<file path="src/hw/rtl/py411_pkg.sv">
// Package for the packed YUV 4:1:1 to RGB converter.
// Holds the group record, the Q12 coefficients and the pixel clip function.
// No dependencies.
package py411_pkg;

    localparam int LumaW   = 8;
    localparam int ChromaW = 8;
    localparam int CoefW   = 14;
    localparam int TermW   = ChromaW + CoefW;       // chroma times coefficient
    localparam int SumW    = TermW + 2;             // luma*4096 + term + round
    localparam int QShift  = 12;
    localparam int NumLuma = 4;
    localparam int PixIdxW = $clog2(NumLuma);
    localparam int QDepth  = 2;
    localparam int QAddrW  = $clog2(QDepth);
    localparam int QCntW   = $clog2(QDepth + 1);
    localparam int InDataW  = 48;
    localparam int OutDataW = 24;

    localparam logic signed [CoefW-1:0] KRv = 14'sd5743;
    localparam logic signed [CoefW-1:0] KGu = 14'sd1411;
    localparam logic signed [CoefW-1:0] KGv = 14'sd2925;
    localparam logic signed [CoefW-1:0] KBu = 14'sd7258;
    localparam logic signed [SumW-1:0]  QRound = 24'sd2048;

    localparam logic [PixIdxW-1:0] LastFull = 2'd3;
    localparam logic [PixIdxW-1:0] LastHalf = 2'd1;

    typedef logic signed [TermW-1:0] t_term;

    // One group after chroma scaling, as it waits for the pixel sequencer.
    typedef struct packed {
        t_term                   term_r;
        t_term                   term_g;
        t_term                   term_b;
        logic [NumLuma-1:0][LumaW-1:0] luma;
        logic                    half;
    } t_group;

    // Floor shift by 12, then clip to 0..255.
    function automatic logic [7:0] clip_q12(input logic signed [SumW-1:0] sum);
        logic signed [SumW-QShift-1:0] q;
        q = sum[SumW-1:QShift];
        if (q[SumW-QShift-1]) begin
            return 8'd0;
        end else if (q[SumW-QShift-2:8] != '0) begin
            return 8'd255;
        end else begin
            return q[7:0];
        end
    endfunction

endpackage

</file>
<file path="src/hw/rtl/py411_front.sv">
// Front end: accepts packed groups and scales the shared chroma once per group.
// Depends on py411_pkg.
module py411_front (
    input  logic                          i_clk,
    input  logic                          i_rst_n,
    input  logic                          i_s_axis_tvalid,
    output logic                          o_s_axis_tready,
    input  logic [py411_pkg::InDataW-1:0] i_s_axis_tdata,
    input  logic                          i_half_width,
    output logic                          o_grp_valid,
    input  logic                          i_grp_ready,
    output py411_pkg::t_group             o_grp
);
    import py411_pkg::*;

    logic   r_valid;
    t_group r_grp;
    t_group n_grp;
    logic   accept;

    logic signed [ChromaW-1:0] u;
    logic signed [ChromaW-1:0] v;

    assign u = i_s_axis_tdata[7:0];
    assign v = i_s_axis_tdata[23:16];

    assign o_s_axis_tready = !r_valid || i_grp_ready;
    assign accept          = i_s_axis_tvalid && o_s_axis_tready;

    always_comb begin
        n_grp.term_r  = TermW'(v) * TermW'(KRv);
        n_grp.term_g  = -(TermW'(u) * TermW'(KGu)) - (TermW'(v) * TermW'(KGv));
        n_grp.term_b  = TermW'(u) * TermW'(KBu);
        n_grp.luma[0] = i_s_axis_tdata[15:8];
        n_grp.luma[1] = i_s_axis_tdata[31:24];
        n_grp.luma[2] = i_s_axis_tdata[39:32];
        n_grp.luma[3] = i_s_axis_tdata[47:40];
        n_grp.half    = i_half_width;
    end

    always_ff @(posedge i_clk) begin
        if (!i_rst_n) begin
            r_valid <= 1'b0;
        end else if (accept) begin
            r_valid <= 1'b1;
        end else if (i_grp_ready) begin
            r_valid <= 1'b0;
        end
    end

    always_ff @(posedge i_clk) begin
        if (accept) begin
            r_grp <= n_grp;
        end
    end

    assign o_grp_valid = r_valid;
    assign o_grp       = r_grp;

endmodule

</file>
<file path="src/hw/rtl/py411_queue.sv">
// Two-entry queue of scaled groups between front end and pixel sequencer.
// Depends on py411_pkg.
module py411_queue (
    input  logic              i_clk,
    input  logic              i_rst_n,
    input  logic              i_push_valid,
    output logic              o_push_ready,
    input  py411_pkg::t_group i_push_data,
    output logic              o_pop_valid,
    input  logic              i_pop_ready,
    output py411_pkg::t_group o_pop_data
);
    import py411_pkg::*;

    t_group            r_mem [QDepth];
    logic [QAddrW-1:0] r_wptr;
    logic [QAddrW-1:0] r_rptr;
    logic [QCntW-1:0]  r_count;
    logic              push;
    logic              pop;

    assign o_push_ready = (r_count != QCntW'(QDepth));
    assign o_pop_valid  = (r_count != '0);
    assign push         = i_push_valid && o_push_ready;
    assign pop          = i_pop_ready && o_pop_valid;
    assign o_pop_data   = r_mem[r_rptr];

    always_ff @(posedge i_clk) begin
        if (!i_rst_n) begin
            r_wptr  <= '0;
            r_rptr  <= '0;
            r_count <= '0;
        end else begin
            if (push) begin
                r_wptr <= r_wptr + 1'b1;
            end
            if (pop) begin
                r_rptr <= r_rptr + 1'b1;
            end
            if (push && !pop) begin
                r_count <= r_count + QCntW'(1);
            end else if (pop && !push) begin
                r_count <= r_count - QCntW'(1);
            end
        end
    end

    always_ff @(posedge i_clk) begin
        if (push) begin
            r_mem[r_wptr] <= i_push_data;
        end
    end

endmodule

</file>
<file path="src/hw/rtl/py411_back.sv">
// Back end: walks the lumas of the head group into an output register, one
// pixel per cycle unless the receiver stalls. Depends on py411_pkg.
module py411_back (
    input  logic                           i_clk,
    input  logic                           i_rst_n,
    input  logic                           i_grp_valid,
    output logic                           o_grp_ready,
    input  py411_pkg::t_group              i_grp,
    output logic                           o_m_axis_tvalid,
    input  logic                           i_m_axis_tready,
    output logic [py411_pkg::OutDataW-1:0] o_m_axis_tdata,
    output logic                           o_m_axis_tlast
);
    import py411_pkg::*;

    logic [PixIdxW-1:0]  r_idx;
    logic                r_out_valid;
    logic [OutDataW-1:0] r_out_data;
    logic                r_out_last;

    logic                load;
    logic                last_pix;
    logic [LumaW-1:0]    y;
    logic signed [SumW-1:0] base;
    logic [OutDataW-1:0] n_out_data;

    assign load     = i_grp_valid && (!r_out_valid || i_m_axis_tready);
    assign last_pix = (r_idx == (i_grp.half ? LastHalf : LastFull));
    assign o_grp_ready = load && last_pix;

    assign y    = i_grp.luma[r_idx];
    assign base = $signed({{(SumW-LumaW-QShift){1'b0}}, y, {QShift{1'b0}}}) + QRound;

    always_comb begin
        n_out_data[7:0]   = clip_q12(base + SumW'(i_grp.term_r));
        n_out_data[15:8]  = clip_q12(base + SumW'(i_grp.term_g));
        n_out_data[23:16] = clip_q12(base + SumW'(i_grp.term_b));
    end

    always_ff @(posedge i_clk) begin
        if (!i_rst_n) begin
            r_idx       <= '0;
            r_out_valid <= 1'b0;
        end else begin
            if (load) begin
                r_out_valid <= 1'b1;
                r_idx       <= last_pix ? '0 : r_idx + PixIdxW'(1);
            end else if (i_m_axis_tready) begin
                r_out_valid <= 1'b0;
            end
        end
    end

    always_ff @(posedge i_clk) begin
        if (load) begin
            r_out_data <= n_out_data;
            r_out_last <= last_pix;
        end
    end

    assign o_m_axis_tvalid = r_out_valid;
    assign o_m_axis_tdata  = r_out_data;
    assign o_m_axis_tlast  = r_out_last;

endmodule

</file>
<file path="src/hw/rtl/packed_yuv411_to_rgb.sv">
// Top level of the packed YUV 4:1:1 to RGB converter.
// Depends on py411_pkg, py411_front, py411_queue and py411_back.
//
// Usage:
//   Slave stream: one transaction per packed group U, Y0, V, Y1, Y2, Y3 (U and
//   V signed). Master stream: one transaction per RGB pixel, pixels in the
//   order Y0, Y1, Y2, Y3; tlast marks the final pixel of each group.
//   Config channel: one 1-bit register, half width mode. When set, a group
//   gives only the Y0 and Y1 pixels. Always ready; write it only while idle.
// Path: the first pixel of a group passes through the front register, the queue
//   and the output register before it is valid on the master stream.
// Throughput: the pixel sequencer emits one pixel per cycle unless the output
//   stalls, 4 pixels per group (2 in half width mode); the front end can
//   take a group every cycle until the two-entry queue fills.
// Reset (synchronous, active low): empties the front register, the queue and
//   the output register and clears half width mode.
// Stall: when the receiver holds tready low, the output register keeps its
//   pixel, the sequencer waits, and the queue and front register fill in
//   turn before tready on the slave side drops.
module packed_yuv411_to_rgb (
    input  logic                           i_clk,
    input  logic                           i_rst_n,
    // slave stream
    input  logic                           i_s_axis_tvalid,
    output logic                           o_s_axis_tready,
    // tdata: chroma_u[7:0], luma_0[15:8], chroma_v[23:16],
    //        luma_1[31:24], luma_2[39:32], luma_3[47:40]
    input  logic [py411_pkg::InDataW-1:0]  i_s_axis_tdata,
    // master stream
    output logic                           o_m_axis_tvalid,
    input  logic                           i_m_axis_tready,
    // tdata: red[7:0], green[15:8], blue[23:16]
    output logic [py411_pkg::OutDataW-1:0] o_m_axis_tdata,
    output logic                           o_m_axis_tlast,  // last_of_group
    // config write channel
    input  logic                           i_cfg_valid,
    output logic                           o_cfg_ready,
    input  logic                           i_cfg_data       // half_width_mode
);
    import py411_pkg::*;

    logic   r_half_width;

    logic   fe_valid;
    logic   fe_ready;
    t_group fe_grp;

    logic   q_valid;
    logic   q_ready;
    t_group q_grp;

    // Config register; always ready.
    assign o_cfg_ready = 1'b1;

    always_ff @(posedge i_clk) begin
        if (!i_rst_n) begin
            r_half_width <= 1'b0;
        end else if (i_cfg_valid) begin
            r_half_width <= i_cfg_data;
        end
    end

    // Front end: takes groups, forms the three chroma terms.
    py411_front u_front (
        .i_clk           (i_clk),
        .i_rst_n         (i_rst_n),
        .i_s_axis_tvalid (i_s_axis_tvalid),
        .o_s_axis_tready (o_s_axis_tready),
        .i_s_axis_tdata  (i_s_axis_tdata),
        .i_half_width    (r_half_width),
        .o_grp_valid     (fe_valid),
        .i_grp_ready     (fe_ready),
        .o_grp           (fe_grp)
    );

    // Short queue decouples the front end from the pixel sequencer.
    py411_queue u_queue (
        .i_clk        (i_clk),
        .i_rst_n      (i_rst_n),
        .i_push_valid (fe_valid),
        .o_push_ready (fe_ready),
        .i_push_data  (fe_grp),
        .o_pop_valid  (q_valid),
        .i_pop_ready  (q_ready),
        .o_pop_data   (q_grp)
    );

    // Back end: one pixel per cycle into the output register unless it stalls.
    py411_back u_back (
        .i_clk           (i_clk),
        .i_rst_n         (i_rst_n),
        .i_grp_valid     (q_valid),
        .o_grp_ready     (q_ready),
        .i_grp           (q_grp),
        .o_m_axis_tvalid (o_m_axis_tvalid),
        .i_m_axis_tready (i_m_axis_tready),
        .o_m_axis_tdata  (o_m_axis_tdata),
        .o_m_axis_tlast  (o_m_axis_tlast)
    );

endmodule

</file>
<file path="config.mk">
export PLATFORM = sky130hd
export DESIGN_NAME = packed_yuv411_to_rgb
export DESIGN_NICKNAME = d
export VERILOG_FILES = /design/src/hw/rtl/py411_pkg.sv /design/src/hw/rtl/py411_front.sv /design/src/hw/rtl/py411_queue.sv /design/src/hw/rtl/py411_back.sv /design/src/hw/rtl/packed_yuv411_to_rgb.sv
export SDC_FILE = /design/constraint.sdc
export NUM_CORES = 1
export LEC_CHECK = 0
export ABC_AREA = 1
export BUFFER_PORTS_ARGS = -buffer_cell sky130_fd_sc_hd__buf_2
export CORE_MARGIN = 3
export CORE_UTILIZATION = 60
export CTS_CLUSTER_DIAMETER = 120
export DETAILED_ROUTE_END_ITERATION = 8
export PLACE_DENSITY = 0.78
export SLEW_MARGIN = 10
export SYNTH_ARGS = -nofsm -noshare
export SYNTH_HDL_FRONTEND = slang
export SYNTH_HIERARCHICAL = 1
export SYNTH_SLANG_ARGS = --single-unit
</file>
<file path="constraint.sdc">
create_clock -name i_clk -period 8.9 [get_ports i_clk]
set_input_delay 1.78 -clock i_clk [delete_from_list [all_inputs] [get_ports i_clk]]
set_output_delay 1.78 -clock i_clk [all_outputs]
set_load 0.1 [all_outputs]
</file>
### Yosys cells after proc, flatten, opt, wreduce, memory -nomap -nowiden

Memory sizes are Yosys's and may differ from the RTL's. A register that Yosys moved wholly into a read port is not among the register bits.
Cells that the tools add are included.

| storage, ports and cells | value |
|---|---|
| output and inout port bits | 28 |
| memories kept | 1 |
| bits in writable memories | 196 |
| register bits | 132 |

Memory list:

| name | words | bits a word | rd ports | clocked after Yosys merged registers in | write ports | RTL line | source |
|---|---|---|---|---|---|---|---|
| u_queue.r_mem | 2 | 98 | 1 | 1 | 1 | py411_queue.sv:15 | `t_group r_mem [QDepth];` |

| operators by class | value |
|---|---|
| order comparisons | 1 |
| equality and inequality tests | 2 |
| reduce and logical (&&, ||, !) cells | 20 |
| $add $sub $neg | 11 |
| multiply operators | 4 |
| multiplexer cells | 17 |

Operators by type and width:

| cell | count |
|---|---|
| $add A22 B22 Y23 | 3 |
| $mul A8 B13 Y21 const B | 2 |
| $mux W8 | 4 |
| $mul A8 B14 Y22 const B | 1 |
| $neg A22 Y22 | 1 |
| $sub A22 B22 Y22 | 1 |
| $add A20 B12 Y21 const B | 1 |
| $mul A8 B12 Y20 const B | 1 |
| $bmux W8 S2 | 1 |
| $reduce_bool A3 Y1 | 3 |
| $mux W1 | 8 |
| $mux W2 | 4 |
| $reduce_bool A2 Y1 | 4 |
| $logic_and A1 B1 Y1 | 7 |
| $add A2 B1 Y2 const B | 2 |
| $logic_not A1 Y1 | 4 |
| $lt A2 B3 Y1 const B | 1 |
| $add A1 B1 Y1 const B | 2 |
| $eq A2 B2 Y1 | 1 |
| $logic_or A1 B1 Y1 | 2 |
| $ne A2 B2 Y1 const B | 1 |
| $sub A2 B1 Y2 const B | 1 |

### Logic depth before layout (Yosys ltp)

| depth | value |
|---|---|
| depth in word-level cells | 8 |
| gate-level depth with buffers | 26 |
| gate-level depth less buffers | 26 |

### Cells and area by module

The synthesis kept the hierarchy.

Modules (own cells, without submodules):

| module | area an instance (um2) | instances | cells an instance | sequential area each (um2) |
|---|---|---|---|---|
| py411_front | 11,175.7 | 1 | 1,214 | 2,962.8 |
| py411_queue | 7,412.1 | 1 | 345 | 6,045.8 |
| py411_back | 3,115.5 | 1 | 480 | 810.8 |
| packed_yuv411_to_rgb | 52.6 | 1 | 8 | 20.0 |

### Worst setup path after synthesis

No wires, ideal clock.

| path | value |
|---|---|
| kind | in2reg |
| from | input i_s_axis_tvalid |
| to | register u_front.r_grp (netlist bit u_front/o_grp[0]) (enable) |
| slack | 1.765 ns |
| stages | 2 |
| arrival | 6.549 ns |
| data required time | 8.313 ns |
| cells stage by stage | inv_1 a21oi_1 |

| between the ends | value |
|---|---|
| longest elaborated chain between the ends | 1 |

RTL lines:

| element | RTL line | source |
|---|---|---|
| start: declaration | packed_yuv411_to_rgb.sv:24 | `input logic i_s_axis_tvalid,` |
| $logic_and A1 B1 Y1 | py411_front.sv:28 | `assign accept = i_s_axis_tvalid && o_s_axis_tready;` |
| net u_front.accept | py411_front.sv:19 | `logic accept;` |
| end signal: assignment | py411_front.sv:53 | `r_grp <= n_grp;` |
| end: declaration | py411_front.sv:17 | `t_group r_grp;` |

The timed path passes the listed nets, and every way through them passes these cells.
A chain may end at the register's enable or synchronous reset.

==> flow_summary.toml <==
[cells_and_area]
fill_cells = 2332
antenna_cells = 0
multi_input_area_um2 = 9547
syn_to_final_growth_pct = 9.058
nNetsFinal = 2384
drive_gt1_share_pct = 11.82
regArea_um2 = 6898

[drt]
ant_nets = 0
wl_per_cell_um = 15.10
post-route-drc-count = 0
firstDrtPassIters = 5
drt_first_iter_violations = 718
wl_um = 36160
viasPerCell = 5.110
vias = 12239

[critical_path]
crit_required_ps = 9160
path_max_fanout = 14
arrival_ps = 6330
cp-end-kind = "flop"
start_kind = "input port"
path_class = "in2reg"

[clock_network]
post-cts-setup-buffers = 0
htree_num_levels = 1
cts_buffers = 23
cts-root-buf = "clkbuf_16"
cts_buffer_depth = 3
ctsHoldBuffers = 0
clock_sinks = 233
cts.repair.resized = 0
clk_pin_slew_ps = 60
clk_latency_ps = 520
cts_tree = "done"

[sta]
worst_pin_slew_ps = 944.6
period_needed_ps = 6061
setup_viol = 0
slew_headroom_pct = 37.02
fmax_ghz = 0.1650
setup_tns_ps = 0
fin_hold_ws_ps = 443.4
hold_viol = 0
fin_crit_sh_pct = 68.10
slew_violations = 0
rsz0062_at_grt = "false"
fin_skew_ps = 16.73

[power_and_ir_drop]
p_comb_share_pct = 60.6
swShare_pct = 46.11
p_seq_share_pct = 24.0
p_int_w = 0.003535
netSwitchingPower_w = 0.003024
p_per_area_nw_per_um2 = 329.1
vdd_drop_max_mv = 0.4071
clockPowerShare_pct = 15.4
leakage_nw = 9.922

[floorplanning]
dieArea_um2 = 32590
chipWidth_um = 180.5
start_util_pct = 61.33
die_y_um = 180.5
rows = 63
io_pins = 82
coreArea_um2 = 29800

[global_route]
grt_pass1_wl_um = 60370
gr-usage-met1_pct = 31.09
busiest_layer = "met2"
track_usage_pct = 22.50
met3_usage_pct = 1.958
grt_max_degree = 67
first_global_vias = 12253
use_met2_pct = 39.10
antenna_found_initial = 0
gr-total-overflow = 0

[synthesis]
synth_area_um2 = 18270
syn_avg_cell_area_um2 = 9.643
synthesis.instances = 1895
synth_nets = 2290
yosysWarnings = 6

[placed_design]
place.gp.congestion = 0.9333
hpwl_um = 28950
io_buffers = 80

[flow_run]
drv_cap = 0

[worst_hold_path]
hold_class = "reg2reg"

[status]
status = "finished, final reports clean"
==> placed cells by master (no fill, tap or decap), types with 3 or more instances in the layout <==
master     count
inv_2          3
nor2_2         5
buf_2         80
edfxtp_1     223
a21oi_1       53
nand3_1       81
nand4_1        9
nor2_4         4
nand2_1      379
nand3_2       14
a21boi_0       3
inv_1        461
clkbuf_1       6
nor2_1        97
clkinv_1       5
nand2_2       15
o21ai_0       35
xnor2_1        5
buf_4          5
o21bai_1       5
nor3_1        10
xor2_1        20
mux2_2        57
clkbuf_16     23
mux2_4         9
and2_1         5
a21oi_2        5
nand3b_1       4
fa_1         119
ha_1         222
o22ai_1        7
nand2_4        3
bufinv_16      5
dfxtp_1        9
==> per-stage QoR <==
stage,total power (W),worst slack [ps],area (um2),instances,util [%]
after CTS,0.006575,2860,19930,2395,66.88
final,0.006558,2839,19930,2395,66.88
after global routing,0.007215,2576,19930,2395,66.88
after global placement,0.005448,2418,19130,2354,64.20
after detailed placement,0.005541,2328,19130,2354,64.20
after floorplan,0.004678,2883,18270,1895,-
==> sequential cells by signal (all words and copies together), names as in the netlist, named ones only <==
name / count
r_half_width: 1
u_back/o_m_axis_tdata: 24
u_back/o_m_axis_tlast: 1
u_back/o_m_axis_tvalid: 1
u_back/r_idx: 2
u_front/o_grp: 66
u_front/o_grp_valid: 1
u_queue/r_count: 2
u_queue/r_mem: 132
u_queue/r_rptr: 1
u_queue/r_wptr: 1
==> critical path: stages <==
cell and delay, ps:
buf_2 340, inv_1 210, ha_1 360, inv_1 100, ha_1 290, inv_1 50, fa_1 520, fa_1 440
fa_1 540, inv_1 50, fa_1 530, inv_1 40, ha_1 360, a21oi_1 220, o21ai_0 130, a21oi_1 190
nand2_1 70, nand2_1 50, nand2_1 40
==> power by group through the flow <==
stage	combinational, W	clock (W)	sequential [W]
after floorplan	0.00294	0	0.00174
after global placement	0.00386	0	0.00159
final	0.00397	0.00101	0.00158
after detailed placement	0.00394	0	0.00160
after global routing	0.00454	0.00108	0.00159
after CTS	0.00396	0.00103	0.00158
==> final timing paths <==
kind	start	endpoint	slack, ps	depth (start not counted)
setup / recovery	i_s_axis_tdata[7]	u_front/o_grp[75]	2840	19
hold / removal	u_front/o_grp[76]	u_queue/r_mem[1][76]	440	0
setup reg to reg	flop	u_back/o_m_axis_tdata[19]	5020	13
hold reg to reg	u_front/o_grp[76]	u_queue/r_mem[1][76]	440	0
==> routing by layer <==
metal	wire [um]	vias up
met5	0	-
met4	702	0
met3	1596	42
met2	17640	310
met1	16220	5698
li1	-	6189
==> layout make-up <==
type / count / area share, %
multi-input combinational: 1179 / 47.90
sequential: 233 / 34.61
inverter: 467 / 8.821
clock buffer: 29 / 3.001
tap: 390 / 2.449
timing repair buffer: 85 / 2.197
clock inverter: 12 / 1.017
No activity file was read; power rests on OpenSTA's default activity.
